--- config.mk ---
export PLATFORM = sky130hd
export DESIGN_NAME = coprime_count_upto
export DESIGN_NICKNAME = d
export VERILOG_FILES = /design/src/ccu_pkg.sv /design/src/ccu_div.sv /design/src/ccu_fifo.sv /design/src/ccu_front.sv /design/src/ccu_back.sv /design/src/coprime_count_upto.sv
export SDC_FILE = /design/constraint.sdc
export NUM_CORES = 2
export LEC_CHECK = 0
export CORE_MARGIN = 1.5
export CORE_UTILIZATION = 27
export CTS_CLUSTER_DIAMETER = 120
export DETAILED_ROUTE_END_ITERATION = 10
export DONT_BUFFER_PORTS = 1
export PLACE_DENSITY_LB_ADDON = 0.08
export SETUP_SLACK_MARGIN = 0.4
export SKIP_LAST_GASP = 1
export SLEW_MARGIN = 10
export SYNTH_ARGS = -nofsm -noshare
export SYNTH_HDL_FRONTEND = slang
export SYNTH_SLANG_ARGS = --single-unit
--- constraint.sdc ---
create_clock -name clk -period 22.9 [get_ports clk]
set_clock_uncertainty 0.1 [all_clocks]
set_input_delay 2.29 -clock clk [delete_from_list [all_inputs] [get_ports clk]]
set_output_delay 2.29 -clock clk [all_outputs]
set_load 0.01 [all_outputs]
--- src/ccu_pkg.sv ---
// Shared constants and types for the coprime counter.
// No dependencies; every other design file imports this package, the checker aside.
package ccu_pkg;

    localparam int VALUE_IN_W = 32;
    localparam int LIMIT_W    = 32;
    localparam int COUNT_W    = 32;

    // Queue status seen by the factoring front and the counting back.
    typedef struct packed {
        logic full;
        logic empty;
    } fifo_stat_t;

endpackage

--- src/ccu_div.sv ---
// Restoring divider, one quotient bit per cycle.
// Depends on nothing but the package import style of the project.
module ccu_div
    import ccu_pkg::*;
#(
    parameter int NW = 32,
    parameter int DW = 32
)
(
    input  logic          clk,
    input  logic          rst_n,
    input  logic          start,
    input  logic [NW-1:0] num,
    input  logic [DW-1:0] den,
    output logic          done,
    output logic [NW-1:0] quot,
    output logic [DW-1:0] rem
);

    localparam int CW = $clog2(NW + 1);

    logic          busy_reg;
    logic          done_reg;
    logic [CW-1:0] cnt_reg;
    logic [NW-1:0] q_reg;
    logic [DW-1:0] r_reg;
    logic [DW-1:0] den_reg;
    logic [DW:0]   trial;
    logic          fits;

    assign trial = {r_reg, q_reg[NW-1]};
    assign fits  = (trial >= {1'b0, den_reg});

    always_ff @(posedge clk or negedge rst_n)
    begin
        if (!rst_n)
        begin
            busy_reg <= 1'b0;
            done_reg <= 1'b0;
            cnt_reg  <= '0;
        end
        else
        begin
            done_reg <= 1'b0;
            if (busy_reg)
            begin
                cnt_reg <= cnt_reg - 1'b1;
                if (cnt_reg == CW'(1))
                begin
                    busy_reg <= 1'b0;
                    done_reg <= 1'b1;
                end
            end
            else if (start)
            begin
                busy_reg <= 1'b1;
                cnt_reg  <= CW'(NW);
            end
        end
    end

    always_ff @(posedge clk)
    begin
        if (busy_reg)
        begin
            // shift in the next dividend bit, subtract when it fits
            r_reg <= fits ? DW'(trial - {1'b0, den_reg}) : trial[DW-1:0];
            q_reg <= {q_reg[NW-2:0], fits};
        end
        else if (start)
        begin
            q_reg   <= num;
            r_reg   <= '0;
            den_reg <= den;
        end
    end

    assign done = done_reg;
    assign quot = q_reg;
    assign rem  = r_reg;

endmodule

--- src/ccu_fifo.sv ---
// Two-word job queue between the factoring front and the counting back.
// Depends on ccu_pkg for the status struct.
module ccu_fifo
    import ccu_pkg::*;
#(
    parameter int W = 8
)
(
    input  logic         clk,
    input  logic         rst_n,
    input  logic         push,
    input  logic [W-1:0] wdata,
    input  logic         pop,
    output logic [W-1:0] rdata,
    output fifo_stat_t   stat
);

    logic [W-1:0] mem [2];
    logic         wr_reg;
    logic         rd_reg;
    logic [1:0]   cnt_reg;

    always_ff @(posedge clk or negedge rst_n)
    begin
        if (!rst_n)
        begin
            wr_reg  <= 1'b0;
            rd_reg  <= 1'b0;
            cnt_reg <= '0;
        end
        else
        begin
            if (push)
                wr_reg <= ~wr_reg;
            if (pop)
                rd_reg <= ~rd_reg;
            cnt_reg <= cnt_reg + {1'b0, push} - {1'b0, pop};
        end
    end

    always_ff @(posedge clk)
    begin
        if (push)
            mem[wr_reg] <= wdata;
    end

    assign rdata      = mem[rd_reg];
    assign stat.full  = (cnt_reg == 2'd2);
    assign stat.empty = (cnt_reg == 2'd0);

endmodule

--- src/ccu_front.sv ---
// Front: takes a word, finds the distinct primes of the value by trial
// division and queues them with the limit. Uses ccu_div and ccu_pkg.
module ccu_front
    import ccu_pkg::*;
#(
    parameter int VALUE_BITS = 32,
    parameter int MAX_PRIMES = 9,
    parameter int NB         = 4
)
(
    input  logic                                 clk,
    input  logic                                 rst_n,
    input  logic                                 start,
    input  logic [VALUE_IN_W-1:0]                value,
    input  logic [LIMIT_W-1:0]                   limit,
    output logic                                 busy,
    input  fifo_stat_t                           qstat,
    output logic                                 push,
    output logic [LIMIT_W-1:0]                   job_limit,
    output logic [NB-1:0]                        job_n,
    output logic [MAX_PRIMES-1:0][VALUE_BITS-1:0] job_primes
);

    localparam int VB = VALUE_BITS;
    localparam int SW = VALUE_BITS + 2;

    localparam logic [1:0] F_IDLE  = 2'd0;
    localparam logic [1:0] F_CHECK = 2'd1;
    localparam logic [1:0] F_DIV   = 2'd2;
    localparam logic [1:0] F_PUSH  = 2'd3;

    logic [1:0]                           state_reg;
    logic [VB-1:0]                        v_reg;
    logic [VB-1:0]                        d_reg;
    logic [SW-1:0]                        sq_reg;
    logic                                 found_reg;
    logic [NB-1:0]                        n_reg;
    logic [LIMIT_W-1:0]                   lim_reg;
    logic [MAX_PRIMES-1:0][VB-1:0]        primes_reg;

    logic          div_start;
    logic [VB-1:0] div_num;
    logic          div_done;
    logic [VB-1:0] div_quot;
    logic [VB-1:0] div_rem;
    logic          room;

    assign room = (n_reg < NB'(MAX_PRIMES));

    always_comb
    begin
        div_start = 1'b0;
        div_num   = v_reg;
        if (state_reg == F_CHECK && ({2'b00, v_reg} >= sq_reg))
            div_start = 1'b1;
        else if (state_reg == F_DIV && div_done && div_rem == '0)
        begin
            // keep dividing out the same prime
            div_start = 1'b1;
            div_num   = div_quot;
        end
    end

    ccu_div #(.NW(VB), .DW(VB)) u_div (
        .clk   (clk),
        .rst_n (rst_n),
        .start (div_start),
        .num   (div_num),
        .den   (d_reg),
        .done  (div_done),
        .quot  (div_quot),
        .rem   (div_rem)
    );

    always_ff @(posedge clk or negedge rst_n)
    begin
        if (!rst_n)
            state_reg <= F_IDLE;
        else
        begin
            case (state_reg)
                F_IDLE:
                    if (start)
                        state_reg <= F_CHECK;
                F_CHECK:
                    if ({2'b00, v_reg} < sq_reg)
                        state_reg <= F_PUSH;
                    else
                        state_reg <= F_DIV;
                F_DIV:
                    if (div_done && div_rem != '0)
                        state_reg <= F_CHECK;
                F_PUSH:
                    if (!qstat.full)
                        state_reg <= F_IDLE;
                default:
                    state_reg <= F_IDLE;
            endcase
        end
    end

    always_ff @(posedge clk)
    begin
        case (state_reg)
            F_IDLE:
                if (start)
                begin
                    v_reg     <= VB'(value);
                    lim_reg   <= limit;
                    d_reg     <= VB'(2);
                    sq_reg    <= SW'(4);
                    found_reg <= 1'b0;
                    n_reg     <= '0;
                end
            F_CHECK:
                if ({2'b00, v_reg} < sq_reg && v_reg > VB'(1) && room)
                begin
                    // leftover cofactor is itself prime
                    primes_reg[n_reg] <= v_reg;
                    n_reg             <= n_reg + 1'b1;
                end
            F_DIV:
                if (div_done)
                begin
                    if (div_rem == '0)
                    begin
                        v_reg     <= div_quot;
                        found_reg <= 1'b1;
                        if (!found_reg && room)
                        begin
                            primes_reg[n_reg] <= d_reg;
                            n_reg             <= n_reg + 1'b1;
                        end
                    end
                    else
                    begin
                        found_reg <= 1'b0;
                        d_reg     <= d_reg + 1'b1;
                        sq_reg    <= sq_reg + {1'b0, d_reg, 1'b1};
                    end
                end
            default:
                ;
        endcase
    end

    assign busy       = (state_reg != F_IDLE);
    assign push       = (state_reg == F_PUSH) && !qstat.full;
    assign job_limit  = lim_reg;
    assign job_n      = n_reg;
    assign job_primes = primes_reg;

endmodule

--- src/ccu_back.sv ---
// Back: runs inclusion-exclusion over the queued primes and strobes
// out the count. Uses ccu_div and ccu_pkg.
module ccu_back
    import ccu_pkg::*;
#(
    parameter int VALUE_BITS = 32,
    parameter int MAX_PRIMES = 9,
    parameter int NB         = 4
)
(
    input  logic                                  clk,
    input  logic                                  rst_n,
    input  fifo_stat_t                            qstat,
    output logic                                  pop,
    input  logic [LIMIT_W-1:0]                    job_limit,
    input  logic [NB-1:0]                         job_n,
    input  logic [MAX_PRIMES-1:0][VALUE_BITS-1:0] job_primes,
    output logic                                  done,
    output logic [COUNT_W-1:0]                    coprime_count
);

    localparam int VB = VALUE_BITS;
    localparam int SW = MAX_PRIMES + 1;
    localparam int IB = $clog2(MAX_PRIMES);
    localparam int AW = LIMIT_W + MAX_PRIMES + 2;

    localparam logic [1:0] B_IDLE = 2'd0;
    localparam logic [1:0] B_SCAN = 2'd1;
    localparam logic [1:0] B_DIV  = 2'd2;

    logic [1:0]                    state_reg;
    logic [SW-1:0]                 s_reg;
    logic [NB-1:0]                 k_reg;
    logic [NB-1:0]                 n_reg;
    logic                          odd_reg;
    logic [LIMIT_W-1:0]            q_reg;
    logic [LIMIT_W-1:0]            lim_reg;
    logic signed [AW-1:0]          total_reg;
    logic [MAX_PRIMES-1:0][VB-1:0] primes_reg;
    logic                          done_reg;
    logic [COUNT_W-1:0]            count_reg;

    logic                 at_end;
    logic                 last_set;
    logic                 cur_bit;
    logic signed [AW-1:0] term;
    logic signed [AW-1:0] sum;
    logic                 div_start;
    logic                 div_done;
    logic [LIMIT_W-1:0]   div_quot;
    logic [VB-1:0]        div_rem;

    assign at_end   = (k_reg == n_reg);
    assign last_set = ((s_reg + 1'b1) == (SW'(1) << n_reg));
    assign cur_bit  = s_reg[k_reg];
    assign term     = AW'($signed({1'b0, q_reg}));
    assign sum      = odd_reg ? total_reg - term : total_reg + term;
    assign div_start = (state_reg == B_SCAN) && !at_end && cur_bit && (q_reg != '0);
    assign pop      = (state_reg == B_IDLE) && !qstat.empty;

    ccu_div #(.NW(LIMIT_W), .DW(VB)) u_div (
        .clk   (clk),
        .rst_n (rst_n),
        .start (div_start),
        .num   (q_reg),
        .den   (primes_reg[k_reg[IB-1:0]]),
        .done  (div_done),
        .quot  (div_quot),
        .rem   (div_rem)
    );

    always_ff @(posedge clk or negedge rst_n)
    begin
        if (!rst_n)
        begin
            state_reg <= B_IDLE;
            done_reg  <= 1'b0;
        end
        else
        begin
            done_reg <= 1'b0;
            case (state_reg)
                B_IDLE:
                    if (!qstat.empty)
                        state_reg <= B_SCAN;
                B_SCAN:
                    if (at_end && last_set)
                    begin
                        state_reg <= B_IDLE;
                        done_reg  <= 1'b1;
                    end
                    else if (div_start)
                        state_reg <= B_DIV;
                B_DIV:
                    if (div_done)
                        state_reg <= B_SCAN;
                default:
                    state_reg <= B_IDLE;
            endcase
        end
    end

    always_ff @(posedge clk)
    begin
        case (state_reg)
            B_IDLE:
                if (!qstat.empty)
                begin
                    lim_reg    <= job_limit;
                    q_reg      <= job_limit;
                    n_reg      <= job_n;
                    primes_reg <= job_primes;
                    s_reg      <= '0;
                    k_reg      <= '0;
                    odd_reg    <= 1'b0;
                    total_reg  <= '0;
                end
            B_SCAN:
                if (at_end)
                begin
                    // fold this subset's quotient in, then move on
                    total_reg <= sum;
                    s_reg     <= s_reg + 1'b1;
                    k_reg     <= '0;
                    q_reg     <= lim_reg;
                    odd_reg   <= 1'b0;
                    if (last_set)
                        count_reg <= (sum < 0) ? '0 : COUNT_W'(sum);
                end
                else
                begin
                    if (cur_bit)
                        odd_reg <= ~odd_reg;
                    if (!div_start)
                        k_reg <= k_reg + 1'b1;
                end
            B_DIV:
                if (div_done)
                begin
                    q_reg <= div_quot;
                    k_reg <= k_reg + 1'b1;
                end
            default:
                ;
        endcase
    end

    assign done          = done_reg;
    assign coprime_count = count_reg;

endmodule

--- src/coprime_count_upto.sv ---
// Factoring tries each divisor from 2 up to sqrt(value) on the bit-serial
// divider. Counting then runs over every subset of the n distinct primes.
// Throughput: the front takes a new word once the previous one is queued.
// Reset (rst_n, async low) clears all control state; done stays low.
// The receiver cannot stall: done pulses for one cycle with the count.
module coprime_count_upto
    import ccu_pkg::*;
#(
    parameter int VALUE_BITS = 32,
    parameter int MAX_PRIMES = 9
)
(
    input  logic                  clk,
    input  logic                  rst_n,
    input  logic                  start,
    output logic                  busy,
    input  logic [VALUE_IN_W-1:0] value,
    input  logic [LIMIT_W-1:0]    limit,
    output logic                  done,
    output logic [COUNT_W-1:0]    coprime_count
);

    localparam int NB = $clog2(MAX_PRIMES + 1);
    localparam int JW = LIMIT_W + NB + MAX_PRIMES * VALUE_BITS;

    fifo_stat_t qstat;
    logic       push;
    logic       pop;
    logic [JW-1:0] wdata;
    logic [JW-1:0] rdata;

    logic [LIMIT_W-1:0]                    f_limit;
    logic [NB-1:0]                         f_n;
    logic [MAX_PRIMES-1:0][VALUE_BITS-1:0] f_primes;
    logic [LIMIT_W-1:0]                    b_limit;
    logic [NB-1:0]                         b_n;
    logic [MAX_PRIMES-1:0][VALUE_BITS-1:0] b_primes;

    // Front: accept a word and factor the value.
    ccu_front #(
        .VALUE_BITS (VALUE_BITS),
        .MAX_PRIMES (MAX_PRIMES),
        .NB         (NB)
    ) u_front (
        .clk        (clk),
        .rst_n      (rst_n),
        .start      (start),
        .value      (value),
        .limit      (limit),
        .busy       (busy),
        .qstat      (qstat),
        .push       (push),
        .job_limit  (f_limit),
        .job_n      (f_n),
        .job_primes (f_primes)
    );

    // Queue: hold up to two factored jobs so both sides run on their own.
    assign wdata = {f_limit, f_n, f_primes};
    assign {b_limit, b_n, b_primes} = rdata;

    ccu_fifo #(.W(JW)) u_fifo (
        .clk   (clk),
        .rst_n (rst_n),
        .push  (push),
        .wdata (wdata),
        .pop   (pop),
        .rdata (rdata),
        .stat  (qstat)
    );

    // Back: inclusion-exclusion over the subsets, one result strobe per job.
    ccu_back #(
        .VALUE_BITS (VALUE_BITS),
        .MAX_PRIMES (MAX_PRIMES),
        .NB         (NB)
    ) u_back (
        .clk           (clk),
        .rst_n         (rst_n),
        .qstat         (qstat),
        .pop           (pop),
        .job_limit     (b_limit),
        .job_n         (b_n),
        .job_primes    (b_primes),
        .done          (done),
        .coprime_count (coprime_count)
    );

endmodule

# == Word level (Yosys, flattened, before mapping) ==
# Memories as Yosys holds them, arrays and structs flattened.
# Cells that the tools add are included.
# totals
ff_bits,1086
mem_bits_rw,648
input_bits,67
elab_cells,252
memories,1
# memory_table
memory,depth,word_bits,rd,rd_clocked_by_memory_dff,write_ports,line_no,source
u_fifo.mem,2,324,1,0,1,ccu_fifo.sv:18,logic [W-1:0] mem [2];
# op_classes
n_addsub,13
n_lt_le_gt_ge,10
n_eq_ne,25
shifts,1
n_mux,97
bitwise_logic,6
reduce_logical,49
# ops
cell,n
$mux W288,4
$mux W32,23
$bwmux W288,2
$pmux W288 S2,1
$mux W43,3
$bmux W32 S4,1
$demux W32 S4,1
$pmux W32 S2,2
$mux W34,3
$pmux W32 S3,1
$pmux W43 S2,1
$pmux W34 S2,1
$ge A33 B32 Y1,2
$reduce_bool A32 Y1,2
$sub A32 B32 Y32,2
$add A43 B33 Y43,1
$lt A43 B1 Y1 const B,1
$sub A43 B33 Y43,1
$mux W4,9
$add A34 B33 Y34,1
$ge A32 B34 Y1,1
$lt A32 B34 Y1,1
$add A32 B1 Y32 const B,1
$gt A32 B1 Y1 const B,1
40 further kinds,135

# == Logic depth before layout (Yosys ltp) ==
# logic_depth
ltp_word,9
mapped_depth,21
depth_no_buf,19

# == Cells and area by module ==
# A second synthesis with hierarchy kept.
# unflattened
cells_unflattened,4957
area_unflattened_um2,75640.0
# modules_own_cells
module,n_inst,cells_per_inst,area_per_inst_um2,seq_area_each_um2
ccu_fifo,1,1023,23740.3,19558.8
ccu_back,1,1420,20537.2,13467.9
ccu_front,1,1478,19258.5,12752.2
ccu_div,2,518,6052.1,3083.0

# == Worst setup path after synthesis ==
# OpenSTA, ideal clock, no wires.
# synth_path
kind,register to register
startpoint,register u_back.state_reg[0]
endpoint,register u_fifo.cnt_reg[1]
setup_time_ns,0.123
t_arrival_ns,17.318
required_ns,22.677
setup_slack_ns,5.359
stages_incl_launch_ff,9
cell_sequence,dfrtp_1 -> inv_1 -> ha_1 -> nor2b_1 -> ha_1 -> inv_1 -> ha_1 -> xnor2_1 -> xnor2_1
# synth_via
elab_chain_len,3
# synth_lines
item,line_no,source
"start, declared",ccu_back.sv:31,logic [1:0] state_reg;
"start signal, assigned",ccu_back.sv:76,state_reg <= B_IDLE;
"start signal, assigned",ccu_back.sv:85,state_reg <= B_SCAN;
"start signal, assigned",ccu_back.sv:89,state_reg <= B_IDLE;
$logic_not A2 Y1,ccu_back.sv:59,assign pop = (state_reg == B_IDLE) && !qstat.empty;
$logic_and A1 B1 Y1,ccu_back.sv:59,
via pop,coprime_count_upto.sv:28,logic pop;
$sub A2 B1 Y2,ccu_fifo.sv:37,"cnt_reg <= cnt_reg + {1'b0, push} - {1'b0, pop};"
"end signal, assigned",ccu_fifo.sv:37,
"end, declared",ccu_fifo.sv:21,logic [1:0] cnt_reg;
# The timed path passes the listed nets, and every way through them passes these cells.
# A chain may end at the register's enable or synchronous reset.

# == Final worst setup path ==
# layout_path
startpoint,register u_back.q_reg[6]
endpoint,"register u_back.count_reg[11], in the netlist u_back.coprime_count[11] (data pin)"
# layout_via
elab_chain_len,3
# layout_lines
item,line_no,source
"start, declared",ccu_back.sv:36,logic [LIMIT_W-1:0] q_reg;
"start signal, assigned",ccu_back.sv:110,q_reg <= job_limit;
"start signal, assigned",ccu_back.sv:125,q_reg <= lim_reg;
"start signal, assigned",ccu_back.sv:140,q_reg <= div_quot;
$add A43 B33 Y43 / $sub A43 B33 Y43 (equally long branches),ccu_back.sv:57,assign sum = odd_reg ? total_reg - term : total_reg + term;
$mux W43 *,ccu_back.sv:57,
$lt A43 B1 Y1,ccu_back.sv:128,count_reg <= (sum < 0) ? '0 : COUNT_W'(sum);
"end signal, assigned",ccu_back.sv:128,
"end, declared",ccu_back.sv:41,logic [COUNT_W-1:0] count_reg;
# Every way passes the cells marked *; elsewhere a longest branch is shown, timed or not.

==> out/qor.yml <==
outcome:
  status: "completed"
routing:
  drtPass1Iterations: 5
  drtAntennaViolNets: 0
  total_drc_errors_in_the_routed_layout: 0
  routedLengthMet1_mm: 93.33
  route.met2.wl_mm: 95.09
  wirelength_per_cell_um: 22.86
  dr_wl_met3_mm: 7.108
  top_layer_used: "met5"
  route.vias.total: 40280
  post_drt_via_cell_ratio: 4.599
  detailed_route_wire_length_mm: 200.2
  first_iter_violations: 2410
logic_synthesis:
  synth.ff_latch_count: 1734
  syn_nets: 5156
  synth_sequential_area_ratio: 0.7009
  synth_adder_area_share: 0.03383
  post_synthesis_compound_gate_area_fraction: 0.05831
  post_synth_inst_count: 4891
  post_synth_num_cell_types: 81
  post_synth_xor_area_fraction: 0.02163
  ys_warn_count: 0
  synth_top_family_by_area: "multiplexers"
  synth_largest_type_area_fraction: 0.6924
  share_of_flip_flops_with_an_asynchronous_set_or_reset_after_synthesis: 0.01442
  synth_flop_cell: "sky130_fd_sc_hd__edfxtp_1"
  synth.area.top_cells: "sky130_fd_sc_hd__edfxtp_1 (69%), sky130_fd_sc_hd__mux2_2 (6.3%), sky130_fd_sc_hd__ha_1 (3.3%), sky130_fd_sc_hd__nor2_1 (3.0%), sky130_fd_sc_hd__mux4_2 (2.0%)"
  share_of_cell_area_taken_by_muxes_after_synthesis: 0.09805
  synthesized_area_fraction_occupied_by_and_or_nand_nor_cells: 0.06849
  post-synth-top-area-cell: "sky130_fd_sc_hd__edfxtp_1"
  syn-cell-area_um2: 74120
  post_synth.cell_area_avg_um2: 15.15
  synth-edff-count: 1709
sta:
  timing.hold.ws_ns: 0.3134
  setup-tns-final_ns: 0
  period_needed_ns: 6.001
  fin_crit_sh: 0.2621
  timing.final.hold_violations: 0
  timing.slew.headroom: 0.2040
  timing.final.ws_setup_ns: 16.90
  timing_worst_slew_pin_value_ns: 1.171
  maxClockFrequency_mhz: 166.6
  grt_setup_unrepaired: "no"
  setup_viol: 0
  number_of_slew_limit_violations_in_the_final_report: 0
setup_path:
  worst_ep_required_time_ns: 23.34
  timing.reg2reg.worst_path_depth: 19
  crit_type: "reg -> reg"
  r2r-end: "u_back.coprime_count[11]$_SDFFCE_PP0P_"
  critical_path_peak_fanout: 33
  critical_path.startpoint_type: "register"
  worstPathArrival_ns: 6.44
  reg2reg_slack_ns: 16.90
  kind_of_end_point_of_the_critical_path: "register"
  r2r_start: "u_back.q_reg[6]$_DFFE_PP_"
min_path:
  timing.hold.worst.start: "u_front.job_primes[210]$_DFFE_PP_"
  hold_end: "u_fifo.mem[1][210]$_DFFE_PP_"
  hold_path_class: "reg -> reg"
  hold_critical_path_depth: 0
clock_tree:
  clock_tree_from_tritoncts: "built"
  ctsResizeCount: 0
  post_cts_buffers: 0
  holdBufCountCts: 0
  tritoncts.num_buffers: 203
  htreeDepth: 4
  clock_latency_ns: 0.88
  cts.reportedPaths.clkPinSlew_ns: 0.06
  cts-root-to-sink-buffers: 4
  cts.sink_count: 1734
  cts_root_buffer: "sky130_fd_sc_hd__clkbuf_16"
power_and_ir_drop:
  static-leakage-power_uw: 0.02966
  power_per_cell_area_nw_per_um2: 164.0
  ir_worst_vdd_uv: 100.7
grt:
  grt_max_degree: 136
  gr-total-overflow: 0
  antenna_found_initial: 17
  number_of_global_route_vias_before_repair: 42140
  grt.total_usage: 0.1426
  global_route_wire_length_before_repair_mm: 293.2
floorplanning:
  floorplan.initialDensity: 0.2711
  dieArea_um2: 277700
  num_io_pins: 101
  design.core.area_um2: 273400
  chipWidth_um: 526.9
  core.rowCount: 192
  die_height_um: 526.9
final_layout:
  final_layout_size_suffix_gt1_frac: 0.1822
  top_library_cells_by_usage_in_the_layout_fill_and_taps_aside: "sky130_fd_sc_hd__edfxtp_1 (1709), sky130_fd_sc_hd__nor2_1 (571), sky130_fd_sc_hd__mux2_2 (412)"
  syn_to_final_growth_pct: 15.17
  design.final.nets: 5272
  layout_commonest_cell: "sky130_fd_sc_hd__edfxtp_1"
  max_reg_flops: 648
placement:
  detailedPlace.worstSlack_ns: 16.75
  gpl.final_weighted_congestion: 0.7816
  post-dp-hpwl_mm: 118.4
  io_buffer_count: 0
run:
  maxCapViolations: 0
-- worst max-delay path, cell delays in order, from the launching register on --
cell and delay [ns]:
sky130_fd_sc_hd__edfxtp_1 0.44, sky130_fd_sc_hd__or4_4 0.58, sky130_fd_sc_hd__or3_4 0.37, sky130_fd_sc_hd__nor2_1 0.24
sky130_fd_sc_hd__nand2_1 0.09, sky130_fd_sc_hd__nor2_1 0.33, sky130_fd_sc_hd__nand2_1 0.10, sky130_fd_sc_hd__nor2_1 0.31
sky130_fd_sc_hd__nor2_1 0.09, sky130_fd_sc_hd__xnor2_1 0.15, sky130_fd_sc_hd__ha_1 0.36, sky130_fd_sc_hd__a21oi_1 0.21
sky130_fd_sc_hd__o21ai_0 0.11, sky130_fd_sc_hd__a21oi_1 0.20, sky130_fd_sc_hd__o21a_1 0.15, sky130_fd_sc_hd__o21ai_0 0.08
sky130_fd_sc_hd__a31oi_1 0.38, sky130_fd_sc_hd__o21ai_0 0.30, sky130_fd_sc_hd__a21oi_4 0.87, sky130_fd_sc_hd__a21oi_1 0.18
-- area by class of cell --
class	instances	area [um^2]
diodes	1	2.502
well taps	3589	4491
clock buffers	254	5333
inverters	175	656.9
multi-input cells	2794	21050
flip-flops and latches	1734	51950
clock inverters	113	1070
repair buffers	99	805.8
fillers	26990	188000
-- cell families (layout without fill, tap and decap cells) --
logic type / after synthesis / after routing
AOI/OAI and AO/OA: 697 / 697
xor gates and xnor gates: 183 / 183
adders and majority gates: 198 / 198
buffers and inverters: 363 / 641
DFF: 1734 / 1734
muxes: 592 / 592
other: 0 / 1
and+or+nand+nor: 1124 / 1124
-- power breakdown --
part           switching [uW]  total, uW  internal, uW
Combinational            3440       5410          1970
Clock                    1340       3160          1820
Sequential                499       5430          4930
Total                    5280      14000          8720
-- per-layer routing --
layer | GRT usage | up-vias
met2 | 0.2367 | 642
met5 | 0 | -
met1 | 0.1943 | 20580
met4 | 0.03600 | 6
met3 | 0.02101 | 283
li1 | - | 18770
-- through the flow --
step | instance area (um^2) | power, uW | std cells | util
floorplan | 74120 | 9279 | 4891 | -
global placement | 78960 | 11070 | 8391 | 0.2888
detailed placement | 78960 | 11040 | 8391 | 0.2888
CTS | 85360 | 14290 | 8758 | 0.3122
global route | 85360 | 14970 | 8759 | 0.3122
finish | 85360 | 14000 | 8759 | 0.3122
-- cells in the mapped netlist (6+ instances only) --
cell / n
sky130_fd_sc_hd__nand2_1: 201
sky130_fd_sc_hd__xnor2_1: 105
sky130_fd_sc_hd__o21a_1: 31
sky130_fd_sc_hd__a211o_1: 7
sky130_fd_sc_hd__edfxtp_1: 1709
sky130_fd_sc_hd__mux2_2: 412
sky130_fd_sc_hd__nor4_1: 25
sky130_fd_sc_hd__nand2b_1: 17
sky130_fd_sc_hd__mux2i_1: 114
sky130_fd_sc_hd__nor2b_1: 20
sky130_fd_sc_hd__nor3_1: 47
sky130_fd_sc_hd__dfrtp_1: 25
sky130_fd_sc_hd__nor3b_1: 8
sky130_fd_sc_hd__a21oi_2: 10
sky130_fd_sc_hd__mux4_2: 66
sky130_fd_sc_hd__nand3_1: 54
sky130_fd_sc_hd__or3_1: 16
sky130_fd_sc_hd__buf_2: 6
sky130_fd_sc_hd__a21oi_1: 234
sky130_fd_sc_hd__clkbuf_1: 154
sky130_fd_sc_hd__o22ai_1: 9
sky130_fd_sc_hd__a31oi_1: 20
sky130_fd_sc_hd__a21o_1: 80
sky130_fd_sc_hd__and2_1: 25
sky130_fd_sc_hd__or2_2: 6
sky130_fd_sc_hd__a22oi_1: 32
sky130_fd_sc_hd__nand4_1: 40
sky130_fd_sc_hd__ha_1: 194
sky130_fd_sc_hd__nor2_1: 585
sky130_fd_sc_hd__buf_1: 24
sky130_fd_sc_hd__o31ai_1: 10
sky130_fd_sc_hd__a211oi_1: 27
sky130_fd_sc_hd__and3_1: 35
sky130_fd_sc_hd__o211ai_1: 8
sky130_fd_sc_hd__o21bai_1: 17
sky130_fd_sc_hd__o31a_1: 6
sky130_fd_sc_hd__a21boi_0: 9
sky130_fd_sc_hd__o21ai_0: 155
sky130_fd_sc_hd__inv_1: 174
sky130_fd_sc_hd__xor2_1: 78
sky130_fd_sc_hd__nand3b_1: 11
sky130_fd_sc_hd__and4_1: 12
-- how the worst max path moves through the flow --
stage,startpoint,endpoint,cells after the start
floorplan,u_back.state_reg[0]$_DFFE_PN0P_,u_fifo.cnt_reg[1]$_DFF_PN0_,8
global placement,u_back.q_reg[6]$_DFFE_PP_,u_back.coprime_count[28]$_SDFFCE_PP0P_,19
detailed placement,u_back.q_reg[6]$_DFFE_PP_,u_back.coprime_count[11]$_SDFFCE_PP0P_,19
CTS,u_back.q_reg[6]$_DFFE_PP_,u_back.coprime_count[11]$_SDFFCE_PP0P_,19
global route,u_back.q_reg[14]$_DFFE_PP_,u_back.coprime_count[15]$_SDFFCE_PP0P_,18
finish,u_back.q_reg[6]$_DFFE_PP_,u_back.coprime_count[11]$_SDFFCE_PP0P_,19
Power figures use the tool's default switching activity.
